File: src/rtl/assert_macros.svh
// ----------------------------------------------------------------------------
// assertion macros
// shared concurrent assertion forms, clocked on rising edge, reset masked
// ----------------------------------------------------------------------------
`ifndef ASSERT_MACROS_SVH
`define ASSERT_MACROS_SVH

// same-cycle implication
`define ASSERT_IMPL(label, clk, rst_n, pre, post) \
    label: assert property (@(posedge clk) disable iff (!(rst_n)) (pre) |-> (post)) \
        else $error("assertion failed");

// next-cycle implication
`define ASSERT_NEXT(label, clk, rst_n, pre, post) \
    label: assert property (@(posedge clk) disable iff (!(rst_n)) (pre) |=> (post)) \
        else $error("assertion failed");

`endif

File: src/rtl/rlu_pkg.sv
// ----------------------------------------------------------------------------
// rlu_pkg
// shared types and constants of the radix literal parser
// ----------------------------------------------------------------------------
package rlu_pkg;

    localparam int VALUE_BITS = 64;
    localparam int OUT_BITS   = 64;
    localparam int STAT_BITS  = 2;
    localparam int CHAR_BITS  = 8;
    localparam int DIGIT_BITS = 4;

    typedef enum logic [1:0] {
        RADIX_DEC = 2'd0,
        RADIX_HEX = 2'd1,
        RADIX_BIN = 2'd2
    } t_radix;

    typedef enum logic [STAT_BITS-1:0] {
        ST_OK       = 2'd0,
        ST_BADCHAR  = 2'd1,
        ST_BIGDIGIT = 2'd2,
        ST_OVERFLOW = 2'd3
    } t_status;

    // what the back end does with one character
    typedef enum logic [1:0] {
        ACT_NONE  = 2'd0,
        ACT_DIGIT = 2'd1,
        ACT_BAD   = 2'd2,
        ACT_BIG   = 2'd3
    } t_act;

    typedef struct packed {
        t_act                  act;
        logic [DIGIT_BITS-1:0] digit;
        t_radix                radix;
        logic                  is_final;
    } t_item;

    // queue push side
    typedef struct packed {
        logic  valid;
        t_item item;
    } t_q_push;

    // queue pop side
    typedef struct packed {
        logic  valid;
        t_item item;
    } t_q_head;

endpackage

File: src/rtl/rlu_char_if.sv
// ----------------------------------------------------------------------------
// rlu_char_if
// character channel: one lexeme character per transfer
// ----------------------------------------------------------------------------
interface rlu_char_if;
    logic                          valid;
    logic                          ready;
    logic [rlu_pkg::CHAR_BITS-1:0] char_code;
    logic                          is_final;

    modport source (output valid, output char_code, output is_final, input ready);
    modport sink   (input valid, input char_code, input is_final, output ready);
endinterface

File: src/rtl/rlu_result_if.sv
// ----------------------------------------------------------------------------
// rlu_result_if
// result channel: parsed value and status per transfer
// ----------------------------------------------------------------------------
interface rlu_result_if;
    logic                          valid;
    logic                          ready;
    logic [rlu_pkg::OUT_BITS-1:0]  value;
    logic [rlu_pkg::STAT_BITS-1:0] status;

    modport source (output valid, output value, output status, input ready);
    modport sink   (input valid, input value, input status, output ready);
endinterface

File: src/rtl/rlu_front.sv
// ----------------------------------------------------------------------------
// rlu_front
// accepts characters, tracks the prefix, classifies each character
// ----------------------------------------------------------------------------
module rlu_front (
    input  logic              i_clk,
    input  logic              i_rst_n,
    rlu_char_if.sink          i_char,
    output rlu_pkg::t_q_push  o_push,
    input  logic              i_push_ready
);

    typedef enum logic [1:0] {
        PH_START  = 2'd0,
        PH_ZERO   = 2'd1,
        PH_DIGITS = 2'd2
    } t_phase;

    localparam logic [7:0] CH_0  = 8'h30;
    localparam logic [7:0] CH_9  = 8'h39;
    localparam logic [7:0] CH_LA = 8'h61;
    localparam logic [7:0] CH_LZ = 8'h7a;
    localparam logic [7:0] CH_UA = 8'h41;
    localparam logic [7:0] CH_UZ = 8'h5a;
    localparam logic [7:0] CH_LX = 8'h78;
    localparam logic [7:0] CH_LB = 8'h62;

    t_phase          r_phase, n_phase;
    rlu_pkg::t_radix r_radix, n_radix;

    logic            w_alnum;
    logic [5:0]      w_val;
    logic            w_acc;
    rlu_pkg::t_item  w_item;

    // digit value of the character, letters from ten up
    always_comb begin
        w_alnum = 1'b1;
        w_val   = '0;
        if (i_char.char_code >= CH_0 && i_char.char_code <= CH_9) begin
            w_val = 6'(i_char.char_code - CH_0);
        end else if (i_char.char_code >= CH_LA && i_char.char_code <= CH_LZ) begin
            w_val = 6'(i_char.char_code - CH_LA) + 6'd10;
        end else if (i_char.char_code >= CH_UA && i_char.char_code <= CH_UZ) begin
            w_val = 6'(i_char.char_code - CH_UA) + 6'd10;
        end else begin
            w_alnum = 1'b0;
        end
    end

    function automatic logic [4:0] radix_value(rlu_pkg::t_radix sel);
        case (sel)
            rlu_pkg::RADIX_HEX: radix_value = 5'd16;
            rlu_pkg::RADIX_BIN: radix_value = 5'd2;
            default:            radix_value = 5'd10;
        endcase
    endfunction

    function automatic rlu_pkg::t_act classify(logic alnum, logic [5:0] val,
                                               rlu_pkg::t_radix sel);
        if (!alnum)
            classify = rlu_pkg::ACT_BAD;
        else if (val >= 6'(radix_value(sel)))
            classify = rlu_pkg::ACT_BIG;
        else
            classify = rlu_pkg::ACT_DIGIT;
    endfunction

    assign w_acc = i_char.valid && i_push_ready;

    always_comb begin
        n_phase         = r_phase;
        n_radix         = r_radix;
        w_item.act      = rlu_pkg::ACT_NONE;
        w_item.digit    = w_val[rlu_pkg::DIGIT_BITS-1:0];
        w_item.radix    = rlu_pkg::RADIX_DEC;
        w_item.is_final = i_char.is_final;
        case (r_phase)
            PH_START: begin
                n_radix = rlu_pkg::RADIX_DEC;
                if (i_char.char_code == CH_0) begin
                    n_phase = PH_ZERO;
                end else begin
                    n_phase    = PH_DIGITS;
                    w_item.act = classify(w_alnum, w_val, rlu_pkg::RADIX_DEC);
                end
            end
            PH_ZERO: begin
                n_phase = PH_DIGITS;
                if (i_char.char_code == CH_LX) begin
                    n_radix = rlu_pkg::RADIX_HEX;
                end else if (i_char.char_code == CH_LB) begin
                    n_radix = rlu_pkg::RADIX_BIN;
                end else begin
                    n_radix    = rlu_pkg::RADIX_DEC;
                    w_item.act = classify(w_alnum, w_val, rlu_pkg::RADIX_DEC);
                end
            end
            default: begin
                w_item.radix = r_radix;
                w_item.act   = classify(w_alnum, w_val, r_radix);
            end
        endcase
        // lexeme done, back to the start state
        if (i_char.is_final) begin
            n_phase = PH_START;
            n_radix = rlu_pkg::RADIX_DEC;
        end
    end

    always_ff @(posedge i_clk) begin
        if (!i_rst_n) begin
            r_phase <= PH_START;
            r_radix <= rlu_pkg::RADIX_DEC;
        end else if (w_acc) begin
            r_phase <= n_phase;
            r_radix <= n_radix;
        end
    end

    assign i_char.ready = i_push_ready;
    assign o_push.valid = i_char.valid;
    assign o_push.item  = w_item;

endmodule

File: src/rtl/rlu_fifo.sv
// ----------------------------------------------------------------------------
// rlu_fifo
// two-entry queue of classified characters between front and back
// ----------------------------------------------------------------------------
module rlu_fifo (
    input  logic              i_clk,
    input  logic              i_rst_n,
    input  rlu_pkg::t_q_push  i_push,
    output logic              o_push_ready,
    output rlu_pkg::t_q_head  o_head,
    input  logic              i_pop
);

    rlu_pkg::t_item r_mem [2];
    logic           r_wr_ptr;
    logic           r_rd_ptr;
    logic [1:0]     r_cnt;
    logic           w_push;
    logic           w_pop;

    assign o_push_ready = (r_cnt != 2'd2);
    assign w_push       = i_push.valid && o_push_ready;
    assign w_pop        = i_pop && (r_cnt != 2'd0);
    assign o_head.valid = (r_cnt != 2'd0);
    assign o_head.item  = r_mem[r_rd_ptr];

    always_ff @(posedge i_clk) begin
        if (w_push) begin
            r_mem[r_wr_ptr] <= i_push.item;
        end
    end

    always_ff @(posedge i_clk) begin
        if (!i_rst_n) begin
            r_wr_ptr <= 1'b0;
            r_rd_ptr <= 1'b0;
            r_cnt    <= 2'd0;
        end else begin
            if (w_push) r_wr_ptr <= ~r_wr_ptr;
            if (w_pop)  r_rd_ptr <= ~r_rd_ptr;
            case ({w_push, w_pop})
                2'b10:   r_cnt <= r_cnt + 2'd1;
                2'b01:   r_cnt <= r_cnt - 2'd1;
                default: r_cnt <= r_cnt;
            endcase
        end
    end

endmodule

File: src/rtl/rlu_back.sv
// ----------------------------------------------------------------------------
// rlu_back
// accumulates digits, tracks the first error, registers the result
// ----------------------------------------------------------------------------
module rlu_back (
    input  logic              i_clk,
    input  logic              i_rst_n,
    input  rlu_pkg::t_q_head  i_head,
    output logic              o_pop,
    rlu_result_if.source      o_result
);

    localparam int VB = rlu_pkg::VALUE_BITS;

    logic [VB-1:0]         r_acc, n_acc;
    rlu_pkg::t_status      r_err, n_err;
    logic                  r_out_valid;
    logic [rlu_pkg::OUT_BITS-1:0]  r_out_value;
    rlu_pkg::t_status      r_out_status;

    logic [VB+3:0]         w_prod;
    logic [VB+3:0]         w_sum;
    logic                  w_ovf;
    logic                  w_pop_final;

    // accum times radix as shifts and one add
    always_comb begin
        case (i_head.item.radix)
            rlu_pkg::RADIX_HEX: w_prod = {r_acc, 4'b0000};
            rlu_pkg::RADIX_BIN: w_prod = {3'b000, r_acc, 1'b0};
            default:            w_prod = {1'b0, r_acc, 3'b000} + {3'b000, r_acc, 1'b0};
        endcase
        w_sum = w_prod + (VB+4)'(i_head.item.digit);
        w_ovf = |w_sum[VB+3:VB];
    end

    always_comb begin
        n_acc = r_acc;
        n_err = r_err;
        if (r_err == rlu_pkg::ST_OK) begin
            case (i_head.item.act)
                rlu_pkg::ACT_BAD: n_err = rlu_pkg::ST_BADCHAR;
                rlu_pkg::ACT_BIG: n_err = rlu_pkg::ST_BIGDIGIT;
                rlu_pkg::ACT_DIGIT: begin
                    if (w_ovf) n_err = rlu_pkg::ST_OVERFLOW;
                    else       n_acc = w_sum[VB-1:0];
                end
                default: n_acc = r_acc;
            endcase
        end
    end

    assign o_pop = i_head.valid &&
                   (!i_head.item.is_final || !r_out_valid || o_result.ready);
    assign w_pop_final = o_pop && i_head.item.is_final;

    always_ff @(posedge i_clk) begin
        if (!i_rst_n) begin
            r_acc       <= '0;
            r_err       <= rlu_pkg::ST_OK;
            r_out_valid <= 1'b0;
        end else begin
            if (o_pop) begin
                if (i_head.item.is_final) begin
                    r_acc <= '0;
                    r_err <= rlu_pkg::ST_OK;
                end else begin
                    r_acc <= n_acc;
                    r_err <= n_err;
                end
            end
            if (w_pop_final)
                r_out_valid <= 1'b1;
            else if (o_result.ready)
                r_out_valid <= 1'b0;
        end
    end

    always_ff @(posedge i_clk) begin
        if (w_pop_final) begin
            r_out_value  <= (n_err == rlu_pkg::ST_OK) ?
                            rlu_pkg::OUT_BITS'(n_acc) : '0;
            r_out_status <= n_err;
        end
    end

    assign o_result.valid  = r_out_valid;
    assign o_result.value  = r_out_value;
    assign o_result.status = r_out_status;

endmodule

File: src/rtl/radix_literal_to_u64_core.sv
// ----------------------------------------------------------------------------
// radix_literal_to_u64_core
// streaming parser of one unsigned integer literal per lexeme
// ----------------------------------------------------------------------------
// The block takes a number lexeme one ASCII character per transfer on i_char,
// with is_final set on the last character, and gives one transfer on
// o_result per lexeme: the 64-bit value and a status (ok, bad character,
// digit not below the radix, overflow). A leading "0x" selects hex, a
// leading "0b" binary (lowercase only), anything else decimal; letters count
// from ten up in either case. The first error sticks, value is zero when
// status is not ok. One character is taken every cycle while the queue has
// room; the result is registered when the back end pops the final character.
// The pace is set by the back end, which folds one digit per cycle into the
// accumulator, a final one once o_result is free, with a shift-add multiply
// by the radix plus an exact overflow check on the carry-out bits. A two-entry
// queue lets the character side keep moving while a result waits on o_result.
// ----------------------------------------------------------------------------
`include "assert_macros.svh"

module radix_literal_to_u64_core (
    input  logic         i_clk,
    input  logic         i_rst_n,
    rlu_char_if.sink     i_char,
    rlu_result_if.source o_result
);

    // front end to queue
    rlu_pkg::t_q_push w_push;
    logic             w_push_ready;

    // queue to back end
    rlu_pkg::t_q_head w_head;
    logic             w_pop;

    // prefix tracking and character classification
    rlu_front u_front (
        .i_clk        (i_clk),
        .i_rst_n      (i_rst_n),
        .i_char       (i_char),
        .o_push       (w_push),
        .i_push_ready (w_push_ready)
    );

    // decouples the character stream from the result side
    rlu_fifo u_fifo (
        .i_clk        (i_clk),
        .i_rst_n      (i_rst_n),
        .i_push       (w_push),
        .o_push_ready (w_push_ready),
        .o_head       (w_head),
        .i_pop        (w_pop)
    );

    // accumulator, sticky error, result register
    rlu_back u_back (
        .i_clk    (i_clk),
        .i_rst_n  (i_rst_n),
        .i_head   (w_head),
        .o_pop    (w_pop),
        .o_result (o_result)
    );

    // an error result never carries a value
    `ASSERT_IMPL(a_err_zero_value, i_clk, i_rst_n,
        o_result.valid && (o_result.status != rlu_pkg::ST_OK), o_result.value == '0)

    // the back end only consumes what the queue holds
    `ASSERT_IMPL(a_pop_has_item, i_clk, i_rst_n, w_pop, w_head.valid)

    // consuming a final character presents a result on the next cycle
    `ASSERT_NEXT(a_final_gives_result, i_clk, i_rst_n,
        w_pop && w_head.item.is_final, o_result.valid)

endmodule

File: src/flat_wrapper.sv
// flat-port wrapper written by rule: the top's interface ports become plain ports
module radix_literal_to_u64_core_flat 
  (i_clk, i_rst_n, i_char_valid, i_char_char_code, i_char_is_final, i_char_ready, o_result_valid, o_result_value, o_result_status, o_result_ready);
  rlu_char_if i_char_i ();
  rlu_result_if o_result_i ();
  input  logic i_clk;
  input  logic i_rst_n;
  input wire logic [$bits(i_char_i.valid)-1:0] i_char_valid;
  input wire logic [$bits(i_char_i.char_code)-1:0] i_char_char_code;
  input wire logic [$bits(i_char_i.is_final)-1:0] i_char_is_final;
  output wire logic [$bits(i_char_i.ready)-1:0] i_char_ready;
  output wire logic [$bits(o_result_i.valid)-1:0] o_result_valid;
  output wire logic [$bits(o_result_i.value)-1:0] o_result_value;
  output wire logic [$bits(o_result_i.status)-1:0] o_result_status;
  input wire logic [$bits(o_result_i.ready)-1:0] o_result_ready;
  assign i_char_i.valid = i_char_valid;
  assign i_char_i.char_code = i_char_char_code;
  assign i_char_i.is_final = i_char_is_final;
  assign i_char_ready = i_char_i.ready;
  assign o_result_valid = o_result_i.valid;
  assign o_result_value = o_result_i.value;
  assign o_result_status = o_result_i.status;
  assign o_result_i.ready = o_result_ready;
  radix_literal_to_u64_core u_core (.i_clk(i_clk), .i_rst_n(i_rst_n), .i_char(i_char_i), .o_result(o_result_i));
endmodule
File: config.mk
export PLATFORM = sky130hd
export DESIGN_NAME = radix_literal_to_u64_core_flat
export DESIGN_NICKNAME = d
export VERILOG_FILES = /design/src/rtl/rlu_pkg.sv /design/src/rtl/rlu_char_if.sv /design/src/rtl/rlu_result_if.sv /design/src/rtl/rlu_front.sv /design/src/rtl/rlu_fifo.sv /design/src/rtl/rlu_back.sv /design/src/rtl/radix_literal_to_u64_core.sv /design/src/flat_wrapper.sv
export VERILOG_INCLUDE_DIRS = /design/src /design/src/rtl
export SDC_FILE = /design/constraint.sdc
export NUM_CORES = 1
export LEC_CHECK = 0
export ABC_CLOCK_PERIOD_IN_PS = 7900
export BUFFER_PORTS_ARGS = -buffer_cell sky130_fd_sc_hd__buf_2
export CAP_MARGIN = 15
export CORE_ASPECT_RATIO = 1.5
export CORE_MARGIN = 2
export CORE_UTILIZATION = 63
export DETAILED_ROUTE_END_ITERATION = 8
export GPL_TIMING_DRIVEN = 0
export PLACE_DENSITY = 0.9
export RECOVER_POWER = 25
export SLEW_MARGIN = 20
export SYNTH_ARGS = -nofsm -noshare
export SYNTH_HDL_FRONTEND = slang
export SYNTH_SLANG_ARGS = --single-unit
export TNS_END_PERCENT = 30
File: constraint.sdc
create_clock -name i_clk -period 7.9 [get_ports i_clk]
set_clock_uncertainty 0.1 [all_clocks]
set_input_delay 1.58 -clock i_clk [delete_from_list [all_inputs] [get_ports i_clk]]
set_output_delay 1.58 -clock i_clk [all_outputs]
set_load 0.005 [all_outputs]
# Yosys cells after proc, flatten, opt, wreduce, memory -nomap -nowiden
# Memory sizes are Yosys's and may differ from the RTL's. A register that Yosys moved wholly into a read port is not among the register bits.
# Cells that the tools add are included.
# op_classes
n_addsub	9
mul	0
div_mod_pow	0
magnitude_cmp	9
eq_ne	14
n_shift	0
mux	49
bitwise_logic	2
n_reduce_logical	21
# op_table
cell	count
2-to-1 mux 64 bit	4
case mux 68 bit (2 select lines)	1
adder 67 x 65 -> 68 bit	1
adder 68 x 4 -> 68 bit	1
2-to-1 mux 5 bit	8
2-to-1 mux 2 bit	18
greater-or-equal comparator 6 x 5 -> 1 bit	3
2-to-1 mux 6 bit	3
== test 8 x 7 -> 1 bit, second input constant	2
greater-or-equal comparator 8 x 7 -> 1 bit, second input constant	2
less-or-equal comparator 8 x 7 -> 1 bit, second input constant	2
case mux 2 bit (2 select lines)	4
adder 6 x 4 -> 6 bit, second input constant	2
subtractor 6 bit, second input constant	2
== test 2 x 1 -> 1 bit, second input constant	5
== test 2 bit, second input constant	5
case mux 5 bit (2 select lines)	1
2-to-1 mux 1 bit	9
== test 8 x 6 -> 1 bit, second input constant	1
greater-or-equal comparator 8 x 6 -> 1 bit, second input constant	1
less-or-equal comparator 8 x 6 -> 1 bit, second input constant	1
logical AND 1 bit	7
zero test 2 bit	3
case mux 2 bit (3 select lines)	1
other kinds (12)	17
# word_totals
ff_bits	141
latch_bits	0
ramBits	18
mem_bits_ro	0
in_bits	13
output_inout_bits	68
word_cells	115
n_memories	1
# mem_list
memory	depth	width	read_ports	rd_clocked_by_memory_dff	write_ports	line_no	rtl
u_core.u_fifo.r_mem	2	9	1	1	1	rlu_fifo.sv:14	rlu_pkg::t_item r_mem [2];

# Longest topological paths before layout
# Gate-level depths: netlist of run 1.
# logic_depth
ltp_word	15
mapped_depth	29
mapped_depth_nobuf	18

# Modules after synthesis
# From an unflattened synthesis of run 1, not the netlist that was laid out.
# unflattened
cells_unflattened	1837
area_unflattened_um2	15099.5
# by_module_without_submodules
module	instances	cells_per_inst	area_each_um2	seq_area_each_um2
rlu_back	1	1659	13286.5	3323.2
rlu_front	1	126	930.9	80.1
rlu_fifo	1	52	882.1	640.6

# Least setup slack after synthesis of run 1
# Ideal clock, no wire load.
# synth_timing
kind	flip-flop to flip-flop
from	register (tool-made name)
to	register u_core.u_back.r_out_value (netlist bit u_core.u_back.o_result.value[47]) (data pin)
setup_time_ns	0.256
arrival_ns	6.283
required_ns	7.544
slack_ns	1.261
path_stages_with_launch	29
n_path_buf	12
synth_period_minus_slack_ns	6.639
path_cell_list	dfxtp_1 -> clkbuf_1 -> mux2i_1 -> inv_1 -> ha_1 -> clkbuf_1 -> buf_2 -> buf_2 -> buf_2 -> buf_2 -> buf_2 -> buf_1 -> clkbuf_1 -> o21ai_0 -> ha_1 -> a21oi_1 -> nand3b_1 -> nor4_1 -> nor4b_1 -> nand4b_1 -> nor3_4 -> nand3_2 -> nor2_4 -> a21oi_1 -> o211a_1 -> buf_6 -> buf_2 -> buf_2 -> a22o_1
# synth_lines
element	line_no	rtl
end signal, assigned	rlu_back.sv:81	r_out_value <= (n_err == rlu_pkg::ST_OK) ?
end, declared	rlu_back.sv:18	logic [rlu_pkg::OUT_BITS-1:0] r_out_value;

==> key figures, run 1 <==
Pwr
  • Combinational share of power: 0.473
  • Share of total power in the clock network: 0.233
  • Switching Share: 0.4520
  • Maximum VDD drop: 0.1930 mV
  • Internal Power: 2.024 mW
  • Register share of total power: 0.295
  • Net load switching power: 1.669 mW
  • Static leakage: 5.798 nW
  • PnR Total Power: 3.693 mW
  • Power density relative to cell area: 239.3 nW/µm²

Critical path
  • Kind of critical path: reg -> reg
  • Worst stage delay on the critical path: 0.78 ns
  • CP Launch Type: flip-flop
  • Top cell family by delay on the critical path: buffers and inverters
  • Arrival time reported for the critical path endpoint: 7.99 ns
  • Buffers and inverters on the worst path: 10
  • Crit. End Element: flip-flop
  • Maximum fanout count along the critical path: 10
  • Worst path most repeated cell: buf_2
  • Cell-by-cell trace of the critical path: mux2i_1 -> inv_1 -> ha_1 -> clkbuf_1 -> buf_2 -> buf_2 -> buf_1 -> clkbuf_1 -> clkbuf_1 -> a31oi_1 -> nor3_1 -> nand3_2 -> nor2_4 -> and4_1 -> o211a_1 -> buf_6 -> buf_2 -> buf_2 -> a22o_1
  • Slowest stage cell, crit path: clkbuf_1
  • Endpoint required time on the critical path: 8.12 ns

Timing
  • Slew at the pin with the worst max-slew slack: 1.651 ns
  • Slew Limit Headroom: -0.1047
  • Post-Route Setup TNS: 0 ns
  • Final min period: 7.766 ns
  • Maximum operating frequency: 128.8 MHz
  • Count of pins over their slew limit: 16
  • Endpoints failing hold: 0
  • Period utilization: 0.9831
  • Unrepaired setup endpoints after global routing: false
  • Fin Hold WS: 0.4480 ns
  • Final setup fails: 0

Cells and area
  • Fraction of layout cells with a size suffix above 1: 0.1077
  • Fill count: 1722
  • Layout Cell Area excl Fill: 15430 µm²
  • Final net count: 1858
  • Layout overhead on the synthesized area: 10.49%
  • Final Instance Count excl. Fillers: 2046
  • Inserted Diodes: 0

Floorplanning
  • DIE HEIGHT: 186.4 µm
  • Die footprint: 23400 µm²
  • Die span in x: 125.6 µm
  • Core box area: 21720 µm²
  • Initial core utilization: 0.6431
  • Row Count: 66
  • Count of boundary I/O pins: 81

Global routing
  • Antenna violations before repair: 1
  • Largest net degree at the start of global routing: 29
  • GRT overflow: 0
  • Vias in the first global route: 14877
  • Tot GR Track Use: 0.4735
  • First-pass GRT wire length: 85770 µm

Route
  • Aggregate routed wire length: 56450 µm
  • Via density: 7.572
  • Drt first-iter violations: 2090
  • Vias post-DR: 15493
  • Final antenna-violating net count: 0
  • DRT Pass-1 Iters: 6
  • Wire length per cell: 27.59 µm
  • Remaining routing DRC violations: 0

Status
  • Failing checks: capacitance limit, slew limit
  • Status: finished, violations left

Clocking
  • Number of H-tree branching levels: 4
  • Number of hold-repair buffers added at the cts stage: 0
  • TritonCTS buffer count: 17
  • Maximum buffer depth of the clock tree: 2
  • Cell at the root of the clock tree: clkbuf_16
  • Clock network latency to the later pin of the worst-skew pair: 0.46 ns
  • TritonCTS clock tree: done
  • Sinks on Clock Net: 160
  • Clock slew at the register clock pins of the worst setup and hold paths: 0.07 ns

Synthesis
  • Number of enable-type register cells in the synthesized netlist: 84
  • Post-synthesis sequential area ratio: 0.2895
  • Async set-reset flop share out of synthesis: 0
  • Biggest area contributors in the synthesized netlist: edfxtp_1 18%, dfxtp_1 11%, ha_1 7.3%
  • Syn Area/Cell: 8.424 µm²
  • Count of yosys warnings during synthesis: 0
  • Total nets after synthesis: 1755
  • Top cell type by total area after synthesis: edfxtp_1
  • Synth top cells by count: 160 x nand2_1, 131 x a21oi_1, 112 x nor2_1
  • Area share of the largest cell type after synthesis: 0.1806
  • Number of different library cells in the post-synthesis netlist: 91
  • Post-synth top flop: edfxtp_1
  • Synthesized area: 13970 µm²
  • Number of cells produced by synthesis: 1658
  • Most instantiated library cell after synthesis: nand2_1
  • Synthesized flop and latch total: 160

Hold path
  • HP Class: reg -> reg

Run
  • # Max-Cap Violations: 1

Placed design
  • Placed wire-length estimate: 41910 µm
  • Total cell area at the placement stage: 14750 µm²
  • Count of input and output buffers: 79
  • Gpl congestion: 1.129
  • Placed Cells incl. Taps: 2011
what timing repair did:
item / 4_1_cts / 5_1_grt
setup endpoints to repair: 132 / 132
gates resized for setup: 12 / 7
pin swaps: 5 / 1
setup buffers: 8 / 0
cells by family (layout without fill, tap and decap cells):
kind of cell,after synthesis,count (layout),synth area share
and+or+nand+nor,550,550,0.2067
buffers and inverters,144,260,0.04605
xor gates and xnor gates,91,91,0.05706
adders and majority gates,84,84,0.07632
DFF,160,160,0.2895
muxes,23,23,0.01720
AOI/OAI and AO/OA,606,606,0.3072
worst register-to-register path, cell delays in order, from the launching register on:
cell      delay [ns]
dfxtp_2         0.52
mux2i_1         0.35
inv_1           0.09
ha_1            0.28
clkbuf_1        0.28
buf_2           0.37
buf_2           0.36
buf_1           0.64
clkbuf_1        0.78
clkbuf_1        0.54
a31oi_1         0.47
nor3_1          0.68
nand3_2         0.39
nor2_4          0.34
and4_1          0.30
o211a_1         0.17
buf_6           0.15
buf_2           0.26
buf_2           0.34
a22o_1          0.21
path summary, 6_finish.rpt:
path	startpoint	endpoint	slack, ns	depth (start not counted)
min	u_core.u_back.r_err[1]	u_core.u_back.r_err[1]	0.45	2
max reg2reg	flip-flop	u_core.u_back.o_result.value[52]	0.13	19
min reg2reg	u_core.u_back.r_err[1]	u_core.u_back.r_err[1]	0.45	2
max	flip-flop	u_core.u_back.o_result.value[52]	0.13	19
area by class of cell:
class                           instances  area [µm²]  share of cell area
Buffer                                102       501.7             0.03251
Clock buffer                           17       425.4             0.02757
Inverter                               37       138.9            0.009000
Multi-Input combinational cell       1354        9343              0.6054
Sequential cell                       160        4045              0.2621
Timing Repair Buffer                   89       470.5             0.03048
Tap cell                              272       340.3             0.02205
Clock inverter                         15       167.7             0.01086
cells in the final DEF, fill, tap and decap left out, types with 10 or more instances in the layout:
cell,synthesis,final
o211ai_1,19,19
and2_1,17,13
clkbuf_16,0,17
a221oi_1,31,31
nor4_1,15,13
a31oi_1,17,17
xor2_1,38,38
buf_2,40,85
a221o_1,18,18
a22o_1,108,108
a22oi_1,16,16
clkbuf_1,53,78
nand3_1,42,41
a21o_1,28,28
nor2_1,112,112
xnor2_1,53,53
a21oi_1,131,131
or3_1,12,12
a211oi_1,13,13
nand4_1,47,47
o21bai_1,10,10
o21ai_0,93,93
o2bb2ai_1,12,12
mux2i_1,15,15
o21ai_1,13,12
nand2_1,160,160
o21a_1,16,16
nor3_1,37,37
and4_1,12,12
edfxtp_1,84,84
ha_1,82,82
nor2b_1,15,15
dfxtp_1,76,75
and3_1,16,16
inv_1,37,37
nand2b_1,13,12
power groups by stage:
stage	Sequential, mW	Combinational, mW	Clock (mW)
2_1_floorplan	1.11	1.03	0
3_3_place_gp	1.10	1.58	0
3_5_place_dp	1.09	1.65	0
4_1_cts	1.08	1.67	0.848
5_1_grt	1.10	1.81	0.882
6_report	1.09	1.75	0.860
routing by layer:
layer	global-route usage	wire (µm)	up-vias	share of wire
li1	-	-	6639	-
met1	0.5032	18320	7151	0.32
met2	0.7782	26160	1270	0.46
met3	0.1184	5959	433	0.11
met4	0.4034	6015	0	0.11
met5	0	0	-	0
sequential cells by signal, summed over array words and instances (netlist names), named ones only:
| register | count |
|---|---|
| u_core.u_back.o_result.status | 2 |
| u_core.u_back.o_result.valid | 1 |
| u_core.u_back.o_result.value | 64 |
| u_core.u_back.r_acc | 64 |
| u_core.u_back.r_err | 2 |
| u_core.u_fifo.r_cnt | 2 |
| u_core.u_fifo.r_mem | 18 |
| u_core.u_fifo.r_rd_ptr | 1 |
| u_core.u_fifo.r_wr_ptr | 1 |
| u_core.u_front.r_phase | 2 |
| u_core.u_front.r_radix | 2 |
stage by stage:
step / utilization / setup slack, ns
floorplan: - / 1.261
global placement: 0.6770 / -2.171
detailed placement: 0.6792 / -2.475
CTS: 0.7116 / 0.001110
global route: 0.7106 / 0.04401
finish: 0.7106 / 0.1339
No activity file was read; power rests on OpenSTA's default activity.
==> run 2, diff against run 1 <==
--- a/config.mk
+++ b/config.mk
@@ -6,12 +6,14 @@
 export SDC_FILE = /design/constraint.sdc
 export NUM_CORES = 1
 export LEC_CHECK = 0
-export ABC_CLOCK_PERIOD_IN_PS = 7900
+export ABC_CLOCK_PERIOD_IN_PS = 7700
 export BUFFER_PORTS_ARGS = -buffer_cell sky130_fd_sc_hd__buf_2
 export CAP_MARGIN = 15
+export CELL_PAD_IN_SITES_DETAIL_PLACEMENT = 1
+export CELL_PAD_IN_SITES_GLOBAL_PLACEMENT = 1
 export CORE_ASPECT_RATIO = 1.5
 export CORE_MARGIN = 2
-export CORE_UTILIZATION = 63
+export CORE_UTILIZATION = 48
 export DETAILED_ROUTE_END_ITERATION = 8
 export GPL_TIMING_DRIVEN = 0
 export PLACE_DENSITY = 0.9
==> constraint.sdc (replaced) <==
create_clock -name i_clk -period 7.7 [get_ports i_clk]
set_clock_uncertainty 0.1 [all_clocks]
set_input_delay 1.54 -clock i_clk [delete_from_list [all_inputs] [get_ports i_clk]]
set_output_delay 1.54 -clock i_clk [all_outputs]
set_load 0.005 [all_outputs]
==> run 2 against run 1 <==
  * The run still ends with capacitance limit, slew limit left
  * Routed wire length up 13%
  * Clock power up 2%
  * Core utilization down 17 points
  * Sequential power about the same
  * Highest routed layer is now met5
  * First-iteration DRC count down 34%
==> key figures, run 2 (same netlist as run 1, synthesis figures left out) <==
Status
  • Status: finished, violations left
  • Failing checks: capacitance limit, slew limit

Clocking
  • TritonCTS buffer count: 17 (unchanged)
  • Clock slew at the register clock pins of the worst setup and hold paths: 0.08 ns (about the same)
  • Sinks on Clock Net: 160 (unchanged)
  • Clock network latency to the later pin of the worst-skew pair: 0.48 ns (+0.02 ns)
  • Cell at the root of the clock tree: clkbuf_16
  • Number of hold-repair buffers added at the cts stage: 0 (unchanged)
  • Number of H-tree branching levels: 4 (unchanged)
  • Maximum buffer depth of the clock tree: 2 (unchanged)
  • TritonCTS clock tree: done

Critical path
  • Endpoint required time on the critical path: 7.76 ns (-0.36 ns)
  • Arrival time reported for the critical path endpoint: 7.69 ns (-0.30 ns)
  • R2r endpoint: u_core.u_back.o_result.value[36]
  • Kind of critical path: reg -> reg
  • CP Launch Type: flip-flop
  • Maximum fanout count along the critical path: 10 (unchanged)
  • Crit. End Element: flip-flop
  • Number of cells on the worst reg-to-reg path: 17 (-2)
  • R2R setup slack: 0.07 ns (-0.06 ns)

Floorplanning
  • DIE HEIGHT: 212.9 µm (+14%)
  • Die span in x: 143.3 µm (+14%)
  • Count of boundary I/O pins: 81 (unchanged)
  • Die footprint: 30510 µm² (+30%)
  • Core box area: 28720 µm² (+32%)
  • Row Count: 76 (+15%)
  • Initial core utilization: 0.4864 (-0.1567)

Cells and area
  • Most common cell after layout, fill and taps aside: nand2_1
  • Commonest non-fill, non-tap cells in the layout: 160 x nand2_1, 131 x a21oi_1, 112 x nor2_1
  • Final Instance Count excl. Fillers: 2167 (+5.9%)
  • Final net count: 1859 (+0.054%)
  • Fraction of layout cells with a size suffix above 1: 0.1121 (+0.004446)
  • Layout overhead on the synthesized area: 11.86%
  • Core occupancy in the finished layout: 0.5440 (-0.1665)
  • Fill count: 3542 (+110%)

Timing
  • Period utilization: 0.9908 (+0.007747)
  • Fin Hold WS: 0.4647 ns (+0.01668 ns)
  • Count of pins over their slew limit: 15 (-1)
  • Endpoints failing hold: 0 (unchanged)
  • Maximum operating frequency: 131.1 MHz (+1.8%)
  • Final setup fails: 0 (unchanged)
  • Final min period: 7.629 ns (-0.1370 ns)
  • Unrepaired setup endpoints after global routing: false
  • Slew at the pin with the worst max-slew slack: 1.827 ns (+0.1757 ns)
  • PnR worst setup slack: 0.07081 ns (-0.06304 ns)
  • Slew Limit Headroom: -0.2222 (-0.1175)

Pwr
  • Static leakage: 5.826 nW (+0.47%)
  • Power density relative to cell area: 249.3 nW/µm² (+4.2%)
  • Maximum VDD drop: 0.2350 mV (+22%)

Placed design
  • Gpl congestion: 1.069 (-5.2%)
  • Placed Cells incl. Taps: 2130 (+5.9%)
  • Count of input and output buffers: 79 (unchanged)
  • Placed wire-length estimate: 47190 µm (+13%)
  • Setup Slack @ Placement: -3.185 ns (-0.7100 ns)

Route
  • Via density: 7.072 (-6.6%)
  • Final antenna-violating net count: 0 (unchanged)
  • Remaining routing DRC violations: 0 (unchanged)
  • Aggregate routed wire length: 63960 µm (+13%)
  • DRT Pass-1 Iters: 7 (+1)
  • Wire length per cell: 29.51 µm (+7.0%)
  • Drt first-iter violations: 1381 (-34%)
  • Vias post-DR: 15325 (-1.1%)

Global routing
  • Vias in the first global route: 15834 (+6.4%)
  • GRT overflow: 0 (unchanged)
  • First-pass GRT wire length: 96430 µm (+12%)
  • Tot GR Track Use: 0.4242 (-0.04929)
  • Largest net degree at the start of global routing: 28 (-3.4%)
  • Antenna violations before repair: 4 (+3)

Run
  • # Max-Cap Violations: 1 (unchanged)

Hold path
  • Min-Delay Startpoint: u_core.u_fifo.r_cnt[1]
  • Hold Crit Endpoint: u_core.u_fifo.r_cnt[1]
  • Hold path depth: 2 (unchanged)
  • HP Class: reg -> reg
[run 2: changes by cell type in the layout (fill, tap and decap cells not counted), sizes merged]
cell	delta
bufinv	-1
clkbuf	-4
buf	+8
inv	-3
clkinvlp	-1
diode	+2
clkinv	+2
[run 2: power breakdown]
| part | internal (mW) | total (mW) | switching [mW] |
|---|---|---|---|
| clock | 0.461 | 0.878 | 0.416 |
| combinational | 0.569 | 1.89 | 1.32 |
| sequential | 1.06 | 1.12 | 0.0674 |
| total | 2.09 | 3.89 | 1.81 |
[run 2: area by class of cell]
type	count	area [µm²]	area share
diodes	2	5.005	0.0003203
flip-flops and latches	160	4048	0.2591
plain buffers	101	504.2	0.03227
well taps	390	488.0	0.03123
repair buffers	91	501.7	0.03211
clock inverters	12	117.6	0.007528
multi-input cells	1354	9343	0.5980
clock buffers	20	478.0	0.03059
inverters	37	138.9	0.008889
[run 2: critical path, stage by stage (launching register included)]
cell and delay (ns):
dfxtp_4 0.47, mux2i_1 0.34, inv_1 0.12, ha_2 0.43
buf_2 0.32, buf_2 0.42, buf_1 0.78, clkbuf_1 0.79
clkbuf_1 0.55, a31oi_1 0.38, nor3_1 0.66, nand3_2 0.42
nor2_4 0.24, a21oi_1 0.12, o21ai_2 0.28, buf_2 0.27
nand2b_1 0.36, o21ai_0 0.24
[run 2: how the worst max path moves through the flow]
stage | from | to | slack (ns) | cells after the start
finish | flip-flop | u_core.u_back.o_result.value[36] | 0.07 | 17
global route | flip-flop | u_core.u_back.o_result.value[59] | 0.09 | 26
global placement | flip-flop | u_core.u_back.r_acc[45] | -2.88 | 27
CTS | flip-flop | u_core.u_back.o_result.value[47] | 0.05 | 28
detailed placement | flip-flop | u_core.u_back.r_acc[45] | -3.18 | 27
floorplan | flip-flop | u_core.u_back.o_result.value[47] | 1.06 | 28
[run 2: per-layer routing]
metal / global-route usage / wire (µm) / vias to the layer above / share of wire
li1: - / - / 6635 / -
met3: 0.09442 / 4684 / 348 / 0.073
met1: 0.4525 / 22340 / 7470 / 0.35
met4: 0.3597 / 6537 / 4 / 0.10
met5: 0 / 26 / - / 0.00041
met2: 0.7063 / 30370 / 868 / 0.47
[run 2: what timing repair did]
action / 4_1_cts / 5_1_grt
setup buffers: 9 / 0
pin swaps: 6 / 1
endpoints found under the setup margin: 132 / 128
resized for setup: 20 / 3
[run 2: stage by stage]
stage	TNS (ns)	cell area [µm²]	power [mW]
floorplan	0	13970	2.196
global placement	-352.64	14850	2.824
global route	0	15620	4.021
finish	0	15620	3.894
CTS	0	15660	3.835
detailed placement	-392.22	14900	2.913
